<file path="src/sgf_pkg.sv">
// Shared types and constants for the Savitzky-Golay row filter.
`default_nettype none
package sgf_pkg;

  localparam int MAX_HALF_WIDTH = 3;
  localparam int SAMPLE_BITS    = 16;
  localparam int COEF_FRAC_BITS = 16;

  localparam int TAPS         = 2 * MAX_HALF_WIDTH + 1;
  localparam int COEF_BITS    = 19;
  localparam int OUT_BITS     = 20;
  localparam int CFG_HW_BITS  = 2;
  localparam int M_BITS       = $clog2(MAX_HALF_WIDTH + 1);
  localparam int AGE_BITS     = $clog2(TAPS);
  localparam int CNT_BITS     = $clog2(TAPS + 1);
  localparam int PROD_BITS    = SAMPLE_BITS + COEF_BITS;
  localparam int ACC_BITS     = PROD_BITS + $clog2(TAPS);
  localparam int CFG_IDX_BITS = $clog2(TAPS + 1);
  localparam int CFG_DATA_BITS = COEF_BITS;
  localparam int S_TDATA_BITS = ((SAMPLE_BITS + 7) / 8) * 8;
  localparam int M_TDATA_BITS = ((OUT_BITS + 7) / 8) * 8;
  localparam int QUEUE_DEPTH  = 4;
  localparam int QPTR_BITS    = $clog2(QUEUE_DEPTH);
  localparam int QCNT_BITS    = $clog2(QUEUE_DEPTH + 1);

  localparam int OUT_MAX = 2 ** (OUT_BITS - 1) - 1;
  localparam int OUT_MIN = -(2 ** (OUT_BITS - 1));

  localparam logic [CFG_IDX_BITS-1:0] CFG_HALF_WIDTH = CFG_IDX_BITS'(0);
  localparam logic [CFG_IDX_BITS-1:0] CFG_COEF_BASE  = CFG_IDX_BITS'(1);

  typedef struct packed {
    logic [CFG_HW_BITS-1:0]              half_width;
    logic [TAPS-1:0][COEF_BITS-1:0]      coef;
  } sgf_cfg_t;

  typedef struct packed {
    logic [TAPS-1:0][SAMPLE_BITS-1:0] win;
    logic [AGE_BITS-1:0]              oldest;
    logic [M_BITS-1:0]                m;
    logic [M_BITS-1:0]                first_e;
    logic                             flush;
  } sgf_job_t;

endpackage
`default_nettype wire

</file>
<file path="src/sgf_queue.sv">
// Short job queue between the front and back parts.
`default_nettype none
module sgf_queue
  import sgf_pkg::*;
(
  input  wire logic     clk,
  input  wire logic     rst,
  input  wire logic     push,
  input  wire sgf_job_t push_job,
  output logic          q_ready,
  output logic          q_valid,
  output sgf_job_t      head,
  input  wire logic     pop
);

  sgf_job_t             mem [QUEUE_DEPTH];
  logic [QPTR_BITS-1:0] wr_ptr;
  logic [QPTR_BITS-1:0] rd_ptr;
  logic [QCNT_BITS-1:0] count;

  assign q_ready = count != QCNT_BITS'(QUEUE_DEPTH);
  assign q_valid = count != '0;
  assign head    = mem[rd_ptr];

  always_ff @(posedge clk) begin
    if (push) begin
      mem[wr_ptr] <= push_job;
    end
  end

  always_ff @(posedge clk) begin
    if (rst) begin
      wr_ptr <= '0;
      rd_ptr <= '0;
      count  <= '0;
    end else begin
      if (push) wr_ptr <= wr_ptr + QPTR_BITS'(1);
      if (pop) rd_ptr <= rd_ptr + QPTR_BITS'(1);
      if (push && !pop) begin
        count <= count + QCNT_BITS'(1);
      end else if (pop && !push) begin
        count <= count - QCNT_BITS'(1);
      end
    end
  end

  a_no_overflow: assert property (@(posedge clk) disable iff (rst)
    !(push && count == QCNT_BITS'(QUEUE_DEPTH)))
    else $error("push into full queue");

  a_no_underflow: assert property (@(posedge clk) disable iff (rst)
    pop |-> count != '0)
    else $error("pop from empty queue");

endmodule
`default_nettype wire

</file>
<file path="config.mk">
export PLATFORM = sky130hd
export DESIGN_NAME = sgf_queue
export DESIGN_NICKNAME = d
export VERILOG_FILES = /design/src/sgf_pkg.sv /design/src/sgf_queue.sv
export SDC_FILE = /design/constraint.sdc
export NUM_CORES = 1
export LEC_CHECK = 0
export BUFFER_PORTS_ARGS = -buffer_cell sky130_fd_sc_hd__clkbuf_2
export CAP_MARGIN = 20
export CORE_ASPECT_RATIO = 0.5
export CORE_MARGIN = 2
export CORE_UTILIZATION = 45
export DETAILED_ROUTE_END_ITERATION = 10
export PLACE_DENSITY = 0.77
export SYNTH_ARGS = -nofsm -noshare
export SYNTH_HDL_FRONTEND = slang
export SYNTH_SLANG_ARGS = --single-unit
</file>
<file path="constraint.sdc">
create_clock -name clk -period 4.19 [get_ports clk]
set_input_delay 0.419 -clock clk [delete_from_list [all_inputs] [get_ports clk]]
set_output_delay 0.419 -clock clk [all_outputs]
set_load 0.1 [all_outputs]
</file>
==> Word-level counts from Yosys, hierarchy flattened <==
Memory sizes are Yosys's and may differ from the RTL's. A register that Yosys moved wholly into a read port is not among the register bits.
Cells that the tools add are included.
{ "op_classes": {"addsub": 4, "n_eq_ne": 1, "n_mux": 6, "n_reduce_logical": 6} }
{ "ops": {"columns": ["operator", "count"], "rows": [
  ["two-way mux 3 bit", 2],
  ["adder 2 x 1 -> 2 bit (second input constant)", 2],
  ["two-way mux 2 bit", 2],
  ["adder 3 x 1 -> 3 bit (second input constant)", 1],
  ["!= test 3 bit (second input constant)", 1],
  ["nonzero test 3 bit", 1],
  ["subtractor 3 x 1 -> 3 bit (second input constant)", 1],
  ["logical AND 1 bit", 2],
  ["logical NOT 1 bit", 2],
  ["two-way mux 1 bit", 2],
  ["nonzero test 2 bit", 1]
]} }
{ "totals": {"reg_bits": 7, "mem_bits_rw": 480, "in_bits": 124, "output_inout_bits": 122, "word_cells": 21, "memories": 1} }
{ "memory_table": {"columns": ["name", "words", "word_bits", "read_ports", "rd_clocked_by_memory_dff", "write_ports", "line", "source"], "rows": [
  ["mem", 4, 120, 1, 1, 1, "sgf_queue.sv:16", "sgf_job_t mem [QUEUE_DEPTH];"]
]} }

==> Depth between registers and ports, before layout <==
{ "depth": {"word_depth": 4, "ltp_mapped": 7, "mapped_depth_nobuf": 7} }

==> Least setup slack after synthesis <==
No wires, ideal clock.
{ "synth_path": {"path_type": "register -> register", "startpoint": "register wr_ptr[0]", "endpoint": "memory mem[0][0] (netlist bit), enable pin", "setup_time_ps": 493, "arrival_time_ps": 3301, "required_ps": 3697, "setup_slack_ps": 396, "stages_incl_launch_ff": 4, "n_path_buf": 0, "period_less_slack_ps": 3794, "cell_sequence": "dfxtp_1 inv_1 ha_1 and2_1"} }
{ "synth_lines": {"columns": ["element", "line", "source"], "rows": [
  ["start, declared", "sgf_queue.sv:17", "logic [QPTR_BITS-1:0] wr_ptr;"],
  ["start signal, assigned", "sgf_queue.sv:37", "if (push) wr_ptr <= wr_ptr + QPTR_BITS'(1);"],
  ["end, declared", "sgf_queue.sv:16", null]
]} }
No word-level cell before the write port.

==> out/metrics.csv <==
metric,value,unit
status,completed,
fin_area,21000,um2
synthFlopType,edfxtp_1,
antenna_found_initial,0,
clkTransAtPathRegs,0.06,ns
synthAdderAreaFrac,0.466,%
cts.path.max_buffers,3,
crit_type,reg -> out,
grt_overflow,0,
power.density,563,nW/um2
num_vias,8032,
grt_max_degree,90,
cts_root_buffer,clkbuf_16,
dp_cells,1434,
synthMuxAreaShare,15.3,%
fp.dieW,285,um
initial_core_util,45.6,%
clk_latency,0.55,ns
grt_pass1_vias,8495,
cts_resized,0,
drt_first_iter_violations,622,
synth_nets,801,
num_rows,51,
finalSetupViolCount,0,
drc,0,
min_path_type,in -> reg,
syn_inst,671,
fillCellCount,2863,
portBuffers,245,
place_area,19700,um2
synthTopCellsByArea,"edfxtp_1, mux4_2, dfxtp_1",
vdd_drop_max,0.269,mV
ys_ff_latch,489,
ys.warnings.count,0,
rsz0062_at_grt,no,
via_per_inst,5.32,
wirelength,35200,um
place_hpwl,22100,um
cts_num_sinks,489,
synthSimpleGateAreaFrac,0.423,%
worst_setup_path_start_kind,register,
synth_top_family_by_area,multiplexers,
area_growth,18.5,%
stdcell_count,1511,
fin_util,54.1,%
dieArea,41100,um2
synth_compound_area_share,0.0564,%
timing.hold.ws,0.0884,ns
arrival,2.78,ns
required,3.77,ns
ctsHoldBuffers,0,
final_nets,1079,
yosys.area.top_type,edfxtp_1,
finalCritPeriodShare,76.4,%
cp-end-kind,output port,
seq_area_frac_synth,82.3,%
final_layout_size_suffix_gt1_share,45.6,%
synth_xor_area_share,0.247,%
clock.fmax,0.312,GHz
grt_pass1_wl,52700,um
regArea,14600,um2
syn_area,17700,um2
critPathMaxFanout,38,
finalMaxSlewViolations,0,
pin_count,246,
cts_max_level,2,
fin_ws,0.989,ns
fin_setup_tns,0,ns
die_y,144,um
cts_tree,yes,
cap_violations,0,
synthTopCellsByCount,"edfxtp_1, mux4_2, buf_2",
antenna_left,0,
n_antenna_cell,0,
avgSynthCellArea,26.4,um2
slew_headroom,45.8,%
synth.top_cell.area_share,81.3,%
synth_edf_count,480,
post_cts_buffers,0,
rrSetupSlack,2.15,ns
cts_buffers,43,
core,38900,um2
pre_cts_slack,1.51,ns
power_leakage,7.07,nW
design_power_total,11.8,mW
fin_worst_skew,0.0112,ns
routedWlPerCell,23.3,um
grtUsageTotal,17.2,%
tightest_slew,0.813,ns
gp_congestion,0.738,
drt_first_pass_iters,5,
multi_input_area,2940,um2
yosysUniqueCellTypes,19,
synth.most_common_cell,edfxtp_1,
hold_viol,0,
synthArstFlopShare,0,%
fin_crit,3.20,ns
[registers in the layout, indices dropped and copies added, names as in the netlist, named ones only]
name / cells
mem: 480
wr_ptr: 2
rd_ptr: 2
count: 3
[power breakdown]
| part | internal, mW | switching (mW) | leakage [nW] |
|---|---|---|---|
| Clock | 2.18 | 1.68 | 0.672 |
| Combinational | 0.461 | 1.82 | 1.91 |
| Sequential | 5.62 | 0.0859 | 4.48 |
| Total | 8.26 | 3.58 | 7.07 |
[metal layers]
metal | routed length [um] | GRT usage (%) | vias up
met2 | 20000 | 32.2 | 179
met1 | 12900 | 19.9 | 4323
met4 | 1130 | 6.40 | 0
met3 | 1280 | 3.19 | 65
met5 | 0 | 0 | -
li1 | - | - | 3465
[worst max-delay path, stage by stage (launching register included)]
cell and delay (ns):
dfxtp_4 0.86, buf_4 0.38, mux4_2 0.56, clkbuf_2 0.39
[cell usage in the layout (no fill, tap or decap), types with 3 or more instances in the layout]
cell and n:
clkbuf_1 12, clkbuf_2 245, buf_12 8, xor2_1 3, nor2_1 8, mux4_2 120
dfxtp_1 7, clkinv_2 8, inv_1 4, ha_1 5, and2_4 4, edfxtp_1 480
clkbuf_16 43, buf_4 7, clkinv_1 4, bufinv_16 4
[logic make-up after synthesis]
| logic type | Yosys count |
|---|---|
| xor gates and xnor gates | 5 |
| and+or+nand+nor | 16 |
| AOI/OAI and AO/OA | 2 |
| adders and majority gates | 6 |
| muxes | 122 |
| buffers and inverters | 31 |
| DFF | 489 |
[final timing paths]
| kind | start | cells past startpoint | to |
|---|---|---|---|
| worst min register to register | count[2]$_SDFFE_PP0P_ | 2 | count[2]$_SDFFE_PP0P_ |
| worst max-delay path | register | 3 | head[2] |
| worst min-delay path | push_job[88] | 1 | mem[0][88]$_DFFE_PP_ |
| worst max register to register | wr_ptr[0]$_SDFFE_PP0P_ | 4 | mem[2][4]$_DFFE_PP_ |
[layout make-up]
class | instances | area share, %
flip-flops and latches | 489 | 69.4
clock inverters | 21 | 1.09
repair buffers | 260 | 6.84
clock buffers | 56 | 5.40
multi-input cells | 151 | 14.0
inverters | 4 | 0.0714
well taps | 530 | 3.15
No activity file was read; power rests on OpenSTA's default activity.
