===== src/sgf_pkg.sv =====
// Shared types and constants for the Savitzky-Golay row filter.
`default_nettype none
package sgf_pkg;

  localparam int MAX_HALF_WIDTH = 3;
  localparam int SAMPLE_BITS    = 16;
  localparam int COEF_FRAC_BITS = 16;

  localparam int TAPS         = 2 * MAX_HALF_WIDTH + 1;
  localparam int COEF_BITS    = 19;
  localparam int OUT_BITS     = 20;
  localparam int CFG_HW_BITS  = 2;
  localparam int M_BITS       = $clog2(MAX_HALF_WIDTH + 1);
  localparam int AGE_BITS     = $clog2(TAPS);
  localparam int CNT_BITS     = $clog2(TAPS + 1);
  localparam int PROD_BITS    = SAMPLE_BITS + COEF_BITS;
  localparam int ACC_BITS     = PROD_BITS + $clog2(TAPS);
  localparam int CFG_IDX_BITS = $clog2(TAPS + 1);
  localparam int CFG_DATA_BITS = COEF_BITS;
  localparam int S_TDATA_BITS = ((SAMPLE_BITS + 7) / 8) * 8;
  localparam int M_TDATA_BITS = ((OUT_BITS + 7) / 8) * 8;
  localparam int QUEUE_DEPTH  = 4;
  localparam int QPTR_BITS    = $clog2(QUEUE_DEPTH);
  localparam int QCNT_BITS    = $clog2(QUEUE_DEPTH + 1);

  localparam int OUT_MAX = 2 ** (OUT_BITS - 1) - 1;
  localparam int OUT_MIN = -(2 ** (OUT_BITS - 1));

  localparam logic [CFG_IDX_BITS-1:0] CFG_HALF_WIDTH = CFG_IDX_BITS'(0);
  localparam logic [CFG_IDX_BITS-1:0] CFG_COEF_BASE  = CFG_IDX_BITS'(1);

  typedef struct packed {
    logic [CFG_HW_BITS-1:0]              half_width;
    logic [TAPS-1:0][COEF_BITS-1:0]      coef;
  } sgf_cfg_t;

  typedef struct packed {
    logic [TAPS-1:0][SAMPLE_BITS-1:0] win;
    logic [AGE_BITS-1:0]              oldest;
    logic [M_BITS-1:0]                m;
    logic [M_BITS-1:0]                first_e;
    logic                             flush;
  } sgf_job_t;

endpackage
`default_nettype wire


===== src/sgf_front.sv =====
// Front part: window line, row count and job formation for each accepted sample.
`default_nettype none
module sgf_front
  import sgf_pkg::*;
(
  input  wire logic                   clk,
  input  wire logic                   rst,
  input  wire sgf_cfg_t               cfg,
  input  wire logic                   in_valid,
  output logic                        in_ready,
  input  wire logic [SAMPLE_BITS-1:0] sample,
  input  wire logic                   row_end,
  output logic                        push,
  output sgf_job_t                    job,
  input  wire logic                   q_ready
);

  logic [TAPS-1:0][SAMPLE_BITS-1:0] window;
  logic [TAPS-1:0][SAMPLE_BITS-1:0] window_next;
  logic [CNT_BITS-1:0]              row_count;
  logic [CNT_BITS-1:0]              rc_inc;
  logic [AGE_BITS-1:0]              oldest;
  logic [M_BITS-1:0]                m_eff;
  logic                             accept;
  logic                             enough;

  assign in_ready = q_ready;
  assign accept   = in_valid & q_ready;

  assign m_eff = (cfg.half_width > CFG_HW_BITS'(MAX_HALF_WIDTH)) ?
                 M_BITS'(MAX_HALF_WIDTH) : M_BITS'(cfg.half_width);

  assign rc_inc = (row_count < CNT_BITS'(TAPS)) ? row_count + CNT_BITS'(1) : row_count;
  assign oldest = AGE_BITS'(rc_inc - CNT_BITS'(1));
  assign enough = oldest >= AGE_BITS'(m_eff);

  always_comb begin
    window_next[0] = sample;
    for (int i = 1; i < TAPS; i++) begin
      window_next[i] = window[i-1];
    end
  end

  always_comb begin
    job.win     = window_next;
    job.oldest  = oldest;
    job.m       = m_eff;
    job.flush   = row_end;
    job.first_e = (row_end && !enough) ? M_BITS'(oldest) : m_eff;
  end

  assign push = accept & (row_end | enough);

  always_ff @(posedge clk) begin
    if (rst) begin
      window    <= '0;
      row_count <= '0;
    end else if (accept) begin
      window    <= window_next;
      row_count <= row_end ? '0 : rc_inc;
    end
  end

endmodule
`default_nettype wire


===== config.mk =====
export PLATFORM = sky130hd
export DESIGN_NAME = sgf_front
export DESIGN_NICKNAME = d
export VERILOG_FILES = /design/src/sgf_pkg.sv /design/src/sgf_front.sv
export SDC_FILE = /design/constraint.sdc
export NUM_CORES = 1
export LEC_CHECK = 0
export BUFFER_PORTS_ARGS = -buffer_cell sky130_fd_sc_hd__buf_4
export CAP_MARGIN = 25
export CORE_MARGIN = 2
export CORE_UTILIZATION = 32
export CTS_BUF_LIST = sky130_fd_sc_hd__clkbuf_16
export DETAILED_ROUTE_END_ITERATION = 16
export GPL_TIMING_DRIVEN = 0
export PLACE_DENSITY = 0.69
export SETUP_SLACK_MARGIN = 0.05
export SLEW_MARGIN = 20
export SYNTH_ARGS = -nofsm -noshare
export SYNTH_HDL_FRONTEND = slang
export SYNTH_SLANG_ARGS = --single-unit

===== constraint.sdc =====
create_clock -name clk -period 2.15 [get_ports clk]
set_input_delay 0 -clock clk [delete_from_list [all_inputs] [get_ports clk]]
set_output_delay 0 -clock clk [all_outputs]
set_load 0.02 [all_outputs]

== After elaboration in Yosys (flattened, before gate mapping) ==
Index checks and enable logic that the tools add are counted.
Storage, ports and cells
  memory bits (writable): 0
  register bits: 99
  logic and storage cells: 21
  memories: 0
  bits of input ports: 156
  latch bits: 0
  output and inout bits: 122
  ROM bits: 0
Operators by class
  $mul: 0
  shift-type cells: 0
  magnitude comparators: 3
  eq/ne operators: 0
  add/sub/neg operators: 2
  reduce and logical (&&, ||, !) cells: 2
  mux-type cells: 4
  divide/modulo/power cells: 0
  bitwise operators: 3
Operator list (number)
  $mux 3: 2
  $mux 2: 2
  $add 3x1->3 const B: 1
  $ge 3x2->1: 1
  $lt 3x3->1 const B: 1
  $sub 3x1->3 const B: 1
  $and 1x1->1: 2
  $gt 2x2->1 const B: 1
  $logic_and 1x1->1: 1
  $logic_not 1->1: 1
  $or 1x1->1: 1

== Longest topological paths before layout ==
Gate-level depths: netlist of the first run.
  word-level depth: 7
  gate-level depth with buffers: 8
  mapped depth without buffers: 8

== Worst setup path before layout of the first run ==
No wires, ideal clock.
  path kind: register to output
  from: register row_count[0]
  to: output port job[2] in the netlist's numbering
  arrival time: 2804 ps
  cell stages (with the launch flop): 8
  path buffers: 0
  slack: -654 ps
  data required time: 2150 ps
  cell sequence: dfxtp_1 > a21boi_0 > ha_1 > inv_1 > ha_1 > a2111oi_4 > mux2i_2 > mux2i_1
RTL lines
  start, declared: RTL line sgf_front.sv:20  | logic [CNT_BITS-1:0] row_count;
  start signal, assigned: RTL line sgf_front.sv:60  | row_count <= row_end ? '0 : rc_inc;
  end, declared: RTL line sgf_front.sv:14  | output sgf_job_t job,

==> results of run 1 <==
==> cell usage after synthesis, drive strengths merged (2+ instances only) <==
cell type	n	area (um^2)
nand2	195	732
clkbuf	22	82.6
mux2i	2	23.8
a21oi	101	509
ha	4	50.1
dfxtp	99	1980
inv	4	15.0
nor2	4	15.0
buf	31	200
nor3	3	15.0
and2	2	12.5
==> worst max-delay path: stages (launching register included) <==
cell and delay [ns]:
dfxtp_4 0.36, ha_4 0.24, a31oi_4 0.18, ha_4 0.24, inv_4 0.06, ha_4 0.20
a2111oi_4 0.30, mux2i_2 0.16, mux2_4 0.32, buf_6 0.13
==> per-stage QoR <==
| stage | setup slack, ns | power (mW) |
|---|---|---|
| 6_report | -0.384 | 3.90 |
| 4_1_cts | -0.419 | 3.92 |
| 2_1_floorplan | -0.0402 | 2.15 |
| 5_1_grt | -0.460 | 4.04 |
| 3_5_place_dp | -0.201 | 2.32 |
| 3_3_place_gp | -0.168 | 2.31 |
==> registers in the layout, indices dropped and copies added (netlist names) <==
register / cells
job: 96
row_count: 3
==> area by class of cell <==
class                      instances  area [um^2]  area share
sequential                        99         1990       0.353
multi-input combinational        320         1540       0.273
timing repair buffer             171         1340       0.237
buffer                            53          283      0.0501
clock buffer                       9          225      0.0399
tap                              143          179      0.0317
clock inverter                     7         68.8      0.0122
inverter                           4         17.5     0.00311
==> worst min-delay path by stage <==
stage               start      endpoint  slack [ns]  cells past startpoint
5_1_grt           row_end  row_count[2]        0.05                      4
3_3_place_gp   sample[10]       job[34]        0.26                      3
2_1_floorplan     q_ready      in_ready        0.11                      1
4_1_cts           row_end  row_count[2]        0.01                      4
3_5_place_dp   sample[10]       job[34]        0.27                      3
6_report          row_end  row_count[2]        0.04                      4
==> report_power, final <==
part	switching, mW	internal (mW)
logic	0.249	0.208
registers	0.0193	1.85
clock network	0.752	0.818
total	1.02	2.88
==> timing repair <==
action | CTS | global route
endpoints found under the setup margin | 3 | 3
pin swaps | 6 | 4
resized for setup | 10 | 3
hold buffers | 16 | 0
setup buffers | 9 | 3
hold endpoints to repair | 16 | 0
cloned | 0 | 0
==> cells by family (layout without fill, tap and decap cells) <==
kind of cell | after synthesis | after routing
XOR/XNOR | 1 | 1
multiplexers | 3 | 3
adder cells (fa/ha/maj) | 4 | 4
AND/OR/NAND/NOR | 205 | 205
buffers and inverters | 57 | 244
flip-flops | 99 | 99
AO/OA/AOI/OAI | 107 | 107
==> per-layer routing <==
layer / wire length, um / share of wire / up-vias / global-route usage
met1: 4760 / 0.42 / 1686 / 0.214
met2: 5180 / 0.46 / 153 / 0.292
met5: 0 / 0 / - / 0
li1: - / - / 1884 / -
met4: 134 / 0.012 / 0 / 0.0528
met3: 1210 / 0.11 / 12 / 0.0767
==> impl_metrics.py, run 1 <==
metrics = {
    "status": {
        "status": "finished with violations",
        "violations": "negative setup slack",
    },
    "cts": {
        "clock_latency_ns": 0.35,
        "cts_tree": "built",
        "clockBufferDepth": 2,
        "clk_pin_slew_ns": 0.06,
        "clock-sinks": 99,
        "cts_buffers": 9,
        "root_buffer": "clkbuf_16",
        "cts_htree_levels": 3,
    },
    "global_route": {
        "grt_overflow": 0,
        "grt_max_degree": 20,
        "grt_pass1_wl_mm": 17.8,
        "grtUsageTotal": 0.178,
        "grt_pass1_vias": 3551,
        "antenna_found_initial": 0,
    },
    "synth": {
        "synth_compound_area_frac": 0.154,
        "ys_ff_latch": 99,
        "ys_seq_area_frac": 0.530,
        "synth_fa_ha_area_frac": 0.0134,
        "synth_area_per_cell_um2": 7.86,
        "yosysWarnings": 0,
        "synthArstFlopShare": 0,
        "netlist_area_um2": 3740,
        "syn_nets": 636,
        "postSynthCellCount": 476,
        "synth_top_family_by_area": "simple AND/OR/NAND/NOR gates",
        "synth_ff_type": "dfxtp_1",
        "yosys.cell_types.count": 25,
        "synth-edff-count": 0,
        "synthMuxAreaShare": 0.0104,
        "synth_xor_area_frac": 0.00234,
        "synthSimpleGateAreaFrac": 0.211,
    },
    "placement": {
        "dpl.hpwl_mm": 8.73,
        "portBuffers": 143,
        "dpl.cell_count": 762,
        "gp_congestion": 0.792,
        "placed_area_um2": 5020,
    },
    "setup_path": {
        "r2r_slack_ns": 0.71,
        "start_kind": "register",
        "endpoint_kind": "output port",
        "worstPathMaxFanout": 3,
        "cp.arrival_ns": 2.53,
        "ff2ff_path_depth": 8,
        "worstPathRequired_ns": 2.15,
        "crit_path_end": "job[1]",
        "cp-startpoint": "row_count[1]",
        "r2r_start": "row_count[0]",
        "r2r-end": "row_count[1]",
        "worstSetupPathType": "reg -> out",
    },
    "route": {
        "viasPerCell": 4.63,
        "ant_nets": 0,
        "route.detailed.drc": 0,
        "wirelength_mm": 11.3,
        "wl_per_cell_um": 14.0,
        "first_iter_violations": 166,
        "dr_total_vias": 3735,
        "first_pass_iters": 4,
    },
    "sta": {
        "period_minus_slack_ns": 2.53,
        "rsz0062_at_grt": "true",
        "timing.hold.ws_ns": 0.0378,
        "fin_ws_ns": -0.384,
        "timing.slew.headroom": 0.618,
        "fmax_mhz": 395,
        "finalHoldViolations": 0,
        "finalSetupViolCount": 3,
        "final_max_slew_viol_count": 0,
        "tns_ns": -0.767,
        "worst_pin_slew_ns": 0.573,
        "period_share": 1.18,
        "fin_skew_ns": 0.00681,
    },
    "finish": {
        "nets": 818,
        "n_antenna_cell": 0,
        "stdcell_area_um2": 5640,
        "fill_cells": 1098,
        "layout_commonest_cell": "nand2_1",
        "fin_cells": 806,
        "area_growth_pct": 50.7,
        "final_cell_mix": "nand2_1 (195), buf_4 (172), a21oi_1 (100)",
        "fin_util": 0.494,
        "final_layout_size_suffix_gt1_frac": 0.324,
    },
    "run": {
        "maxCapViolCount": 0,
    },
    "floorplan": {
        "rows": 39,
        "die_y_um": 112,
        "pin_count": 278,
        "start_util": 0.328,
        "die_w_um": 112,
        "coreArea_um2": 11400,
        "dieArea_um2": 12600,
    },
    "power_and_ir_drop": {
        "p_leak_nw": 2.31,
        "vdd_drop_max_mv": 0.423,
        "p_per_area_nw_per_um2": 691,
    },
    "worst_hold_path": {
        "worst_hold_path_type": "in -> reg",
    },
}
Note: power is estimated with default switching activity, not from simulation.
==> run 2: changes to the inputs <==
--- a/config.mk
+++ b/config.mk
@@ -13,7 +13,7 @@
 export DETAILED_ROUTE_END_ITERATION = 16
 export GPL_TIMING_DRIVEN = 0
 export PLACE_DENSITY = 0.69
-export SETUP_SLACK_MARGIN = 0.05
+export SETUP_SLACK_MARGIN = 0.3
 export SLEW_MARGIN = 20
 export SYNTH_ARGS = -nofsm -noshare
 export SYNTH_HDL_FRONTEND = slang
==> impl_metrics.py, run 2 (synthesis results as in run 1) <==
metrics = {
    "status": {
        "status": "finished with violations",
        "violations": "negative setup slack",
    },
    "setup_path": {
        "path_buf_inv": 2,
        "worstPathRequired_ns": 2.15,
        "start_kind": "register",
        "cp.arrival_ns": 2.55,
        "cp.depth": 9,
        "crit_family": "adder cells",
        "worstPathMaxFanout": 5,
        "slowest_stage": "dfxtp_4",
        "endpoint_kind": "output port",
        "cp-startpoint": "row_count[0]",
        "ff2ff_path_depth": 7,
        "cp_slowest_stage_delay_ns": 0.36,
        "worstSetupPathType": "reg -> out",
        "cpMostUsedCell": "ha_4",
        "r2r_slack_ns": 0.79,
        "path_cells": "ha_4 > a31oi_4 > ha_4 > inv_4 > ha_4 > a2111oi_4 > mux2i_2 > mux2_4 > buf_6",
        "r2r_start": "row_count[0]",
    },
    "route": {
        "dr_total_vias": 3620,
        "wl_per_cell_um": 14.2,
        "first_pass_iters": 4,
        "route.detailed.drc": 0,
        "ant_nets": 0,
        "wirelength_mm": 11.4,
        "viasPerCell": 4.51,
        "first_iter_violations": 155,
    },
    "floorplan": {
        "dieArea_um2": 12600,
        "pin_count": 278,
        "die_w_um": 112,
        "coreArea_um2": 11400,
        "die_y_um": 112,
        "rows": 39,
        "start_util": 0.328,
    },
    "finish": {
        "nets": 814,
        "n_antenna_cell": 0,
        "largest_reg_flops": 96,
        "layout_commonest_cell": "nand2_1",
        "final_cell_mix": "nand2_1 (195), buf_4 (169), a21oi_1 (100)",
        "fin_cells": 802,
        "area_growth_pct": 49.5,
        "final_layout_size_suffix_gt1_frac": 0.319,
    },
    "power_and_ir_drop": {
        "vdd_drop_max_mv": 0.404,
        "p_per_area_nw_per_um2": 689,
        "total_power_mw": 3.85,
        "p_leak_nw": 2.28,
    },
    "sta": {
        "fmax_mhz": 393,
        "fin_skew_ns": 0.00875,
        "tns_ns": -0.937,
        "rsz0062_at_grt": "true",
        "finalSetupViolCount": 3,
        "timing.slew.headroom": 0.616,
        "period_minus_slack_ns": 2.55,
        "period_share": 1.18,
        "final_max_slew_viol_count": 0,
        "worst_pin_slew_ns": 0.576,
        "fin_ws_ns": -0.395,
        "finalHoldViolations": 0,
    },
    "cts": {
        "clock_latency_ns": 0.35,
        "cts_htree_levels": 3,
        "cts_tree": "built",
        "clockBufferDepth": 2,
        "clk_pin_slew_ns": 0.06,
        "cts_buffers": 9,
        "clock-sinks": 99,
        "root_buffer": "clkbuf_16",
    },
    "worst_hold_path": {
        "worst_hold_path_type": "in -> reg",
        "holdPathStages": 4,
        "min_from": "row_end",
    },
    "placement": {
        "dpl.hpwl_mm": 8.76,
        "gp_congestion": 0.786,
        "place_ws_ns": -0.232,
        "portBuffers": 143,
        "dpl.cell_count": 762,
    },
    "global_route": {
        "grt_pass1_vias": 3473,
        "grt_pass1_wl_mm": 18.2,
        "grt_max_degree": 18,
        "antenna_found_initial": 0,
        "grt_overflow": 0,
        "grtUsageTotal": 0.182,
    },
    "run": {
        "maxCapViolCount": 0,
    },
}
run 2: cell count changes in the layout (fill, tap and decap cells not counted), sizes merged:
cell / change
buf: -4
clkinvlp: +2
clkinv: -1
inv: -1
run 2: stage by stage:
stage | hold WS, ns | cell area [um^2] | util
2_1_floorplan | 0.113 | 3770 | -
3_3_place_gp | 0.258 | 5020 | 0.440
3_5_place_dp | 0.267 | 5020 | 0.440
4_1_cts | 0.0223 | 5570 | 0.488
5_1_grt | 0.0525 | 5590 | 0.490
6_report | 0.0406 | 5590 | 0.490
run 2: area by class of cell:
class                           count  area, um^2
Buffer                             53         283
Clock buffer                        9         225
Clock inverter                      7        52.6
Fill cell                        1151        5830
Inverter                            4        17.5
Multi-Input combinational cell    320        1540
Sequential cell                    99        1990
Tap cell                          143         179
Timing Repair Buffer              167        1300
run 2: routing by layer:
layer	GRT usage	vias to the layer above	part of all wire
met2	0.294	142	0.45
met4	0.0537	0	0.011
li1	-	1871	-
met3	0.0761	10	0.10
met5	0	-	0
met1	0.222	1597	0.44
run 2: final timing paths:
| kind | end |
|---|---|
| hold / removal | row_count[2] |
| hold reg to reg | job[114] |
| setup / recovery | job[1] |
| setup reg to reg | row_count[1] |
run 2: timing repair:
item                                   4_1_cts  5_1_grt
pin swaps                                    2        0
hold buffers                                16        0
setup buffers                                5        3
setup endpoints to repair                    4        4
endpoints found under the hold margin       16        0
resized for setup                           11        0
run 2: power breakdown:
| group | internal [mW] | switching (mW) | leakage, nW |
|---|---|---|---|
| registers | 1.85 | 0.0201 | 0.801 |
| clock network | 0.793 | 0.728 | 0.135 |
| logic | 0.209 | 0.249 | 1.35 |
| total | 2.85 | 0.998 | 2.28 |
run 2: tightest hold or removal path, stage by stage:
cell and delay, ns:
buf_4 0.14, a21oi_1 0.06, nor2_1 0.09, nor3_1 0.05
==> run 3: changes to the inputs <==
--- a/config.mk
+++ b/config.mk
@@ -12,6 +12,7 @@
 export CTS_BUF_LIST = sky130_fd_sc_hd__clkbuf_16
 export DETAILED_ROUTE_END_ITERATION = 16
 export GPL_TIMING_DRIVEN = 0
+export MAX_ROUTING_LAYER = met4
 export PLACE_DENSITY = 0.69
 export SETUP_SLACK_MARGIN = 0.3
 export SLEW_MARGIN = 20
==> impl_metrics.py, run 3 (synthesis results as in run 1) <==
metrics = {
    "power_and_ir_drop": {
        "power_frac_comb": 0.119,
        "pwr-share-seq": 0.487,
        "vdd_drop_max_mv": 0.405,
        "p_per_area_nw_per_um2": 688,
        "netSwitchingFraction": 0.258,
        "clockPowerShare": 0.394,
        "p_int_mw": 2.85,
        "p_leak_nw": 2.28,
        "switching_power_mw": 0.992,
    },
    "global_route": {
        "grt_overflow": 0,
        "grt_pass1_vias": 3485,
        "antenna_found_initial": 0,
        "grtUsageTotal": 0.187,
        "grt_max_degree": 18,
        "grt_pass1_wl_mm": 18.2,
    },
    "cts": {
        "root_buffer": "clkbuf_16",
        "clock-sinks": 99,
        "cts_buffers": 9,
        "clock_latency_ns": 0.34,
        "cts_htree_levels": 3,
        "cts_tree": "built",
        "clk_pin_slew_ns": 0.06,
        "clockBufferDepth": 2,
    },
    "floorplan": {
        "rows": 39,
        "pin_count": 278,
        "die_w_um": 112,
        "dieArea_um2": 12600,
        "start_util": 0.328,
        "coreArea_um2": 11400,
        "die_y_um": 112,
    },
    "sta": {
        "fin_skew_ns": 0.00740,
        "finalSetupViolCount": 3,
        "fin_ws_ns": -0.396,
        "fmax_mhz": 393,
        "period_minus_slack_ns": 2.55,
        "tns_ns": -0.937,
        "worst_pin_slew_ns": 0.579,
        "final_max_slew_viol_count": 0,
        "period_share": 1.18,
        "rsz0062_at_grt": "true",
        "timing.slew.headroom": 0.614,
        "finalHoldViolations": 0,
    },
    "setup_path": {
        "cp.arrival_ns": 2.55,
        "slowest_stage": "dfxtp_4",
        "start_kind": "register",
        "worstSetupPathType": "reg -> out",
        "worstPathMaxFanout": 5,
        "cpMostUsedCell": "ha_4",
        "endpoint_kind": "output port",
        "cp_slowest_stage_delay_ns": 0.36,
        "path_cells": "ha_4 > a31oi_4 > ha_4 > inv_4 > ha_4 > a2111oi_4 > mux2i_2 > mux2_4 > buf_6",
        "worstPathRequired_ns": 2.15,
    },
    "route": {
        "wl_per_cell_um": 14.2,
        "viasPerCell": 4.51,
        "dr_total_vias": 3614,
        "first_iter_violations": 157,
        "first_pass_iters": 4,
        "ant_nets": 0,
        "wirelength_mm": 11.4,
        "route.detailed.drc": 0,
    },
    "placement": {
        "gp_congestion": 0.797,
        "dpl.hpwl_mm": 8.76,
        "placed_area_um2": 5020,
        "portBuffers": 143,
    },
    "finish": {
        "final_cell_mix": "nand2_1 (195), buf_4 (169), a21oi_1 (100)",
        "final_layout_size_suffix_gt1_frac": 0.319,
        "area_growth_pct": 49.5,
        "layout_commonest_cell": "nand2_1",
        "nets": 814,
        "largest_reg_flops": 96,
        "stdcell_area_um2": 5590,
        "n_antenna_cell": 0,
    },
    "run": {
        "maxCapViolCount": 0,
    },
    "worst_hold_path": {
        "worst_hold_path_type": "in -> reg",
    },
    "status": {
        "status": "finished with violations",
        "violations": "negative setup slack",
    },
}
[run 3: final cells by class]
type | instances | area, um^2
clock buffer | 9 | 225
multi-input combinational | 320 | 1540
buffer | 53 | 283
sequential | 99 | 1990
inverter | 4 | 17.5
clock inverter | 7 | 52.6
fill | 1151 | 5830
tap | 143 | 179
timing repair buffer | 167 | 1300
[run 3: worst max-delay path: cells and delay by family (launching register included)]
family	cells	cell delay, ns
adders and majority gates	3	0.68
muxes	2	0.49
AOI/OAI and AO/OA	2	0.48
DFF	1	0.36
buffers and inverters	2	0.19
[run 3: power groups by stage]
stage          Clock (mW)  Combinational (mW)  Sequential, mW
5_1_grt              1.64               0.494            1.88
3_3_place_gp            0               0.396            1.92
4_1_cts              1.54               0.455            1.87
3_5_place_dp            0               0.404            1.92
6_report             1.52               0.458            1.87
2_1_floorplan           0               0.218            1.94
[run 3: per-layer routing]
| metal | vias to the layer above | share of wire | GRT usage | wire (um) |
|---|---|---|---|---|
| met5 | - | 0 | - | 0 |
| met4 | 0 | 0.011 | 0.0537 | 125 |
| met3 | 10 | 0.090 | 0.0686 | 1020 |
| met2 | 136 | 0.45 | 0.294 | 5130 |
| met1 | 1597 | 0.45 | 0.227 | 5080 |
| li1 | 1871 | - | - | - |
[run 3: worst paths after layout]
path / startpoint / to / slack [ns] / cells past startpoint
worst max-delay path: row_count[0] / job[1] / -0.40 / 9
worst min-delay path: row_end / row_count[2] / 0.04 / 4
worst max register to register: row_count[0] / row_count[1] / 0.79 / 7
worst min register to register: job[114] / job[114] / 0.45 / 2
[run 3: stage by stage]
stage | power (mW) | utilization | std cells | worst slack, ns | hold WS, ns
2_1_floorplan | 2.15 | - | 476 | -0.0402 | 0.113
3_3_place_gp | 2.31 | 0.440 | 762 | -0.164 | 0.258
3_5_place_dp | 2.32 | 0.440 | 762 | -0.232 | 0.267
4_1_cts | 3.87 | 0.488 | 799 | -0.411 | 0.0223
5_1_grt | 4.01 | 0.490 | 802 | -0.489 | 0.0525
6_report | 3.85 | 0.490 | 802 | -0.396 | 0.0405
[run 3: timing repair]
action / 4_1_cts / 5_1_grt
gates resized for setup: 11 / 0
hold endpoints to repair: 16 / 0
setup endpoints to repair: 4 / 4
hold buffers: 16 / 0
buffers inserted: 5 / 3
cloned: 0 / 0
pin swaps: 2 / 0
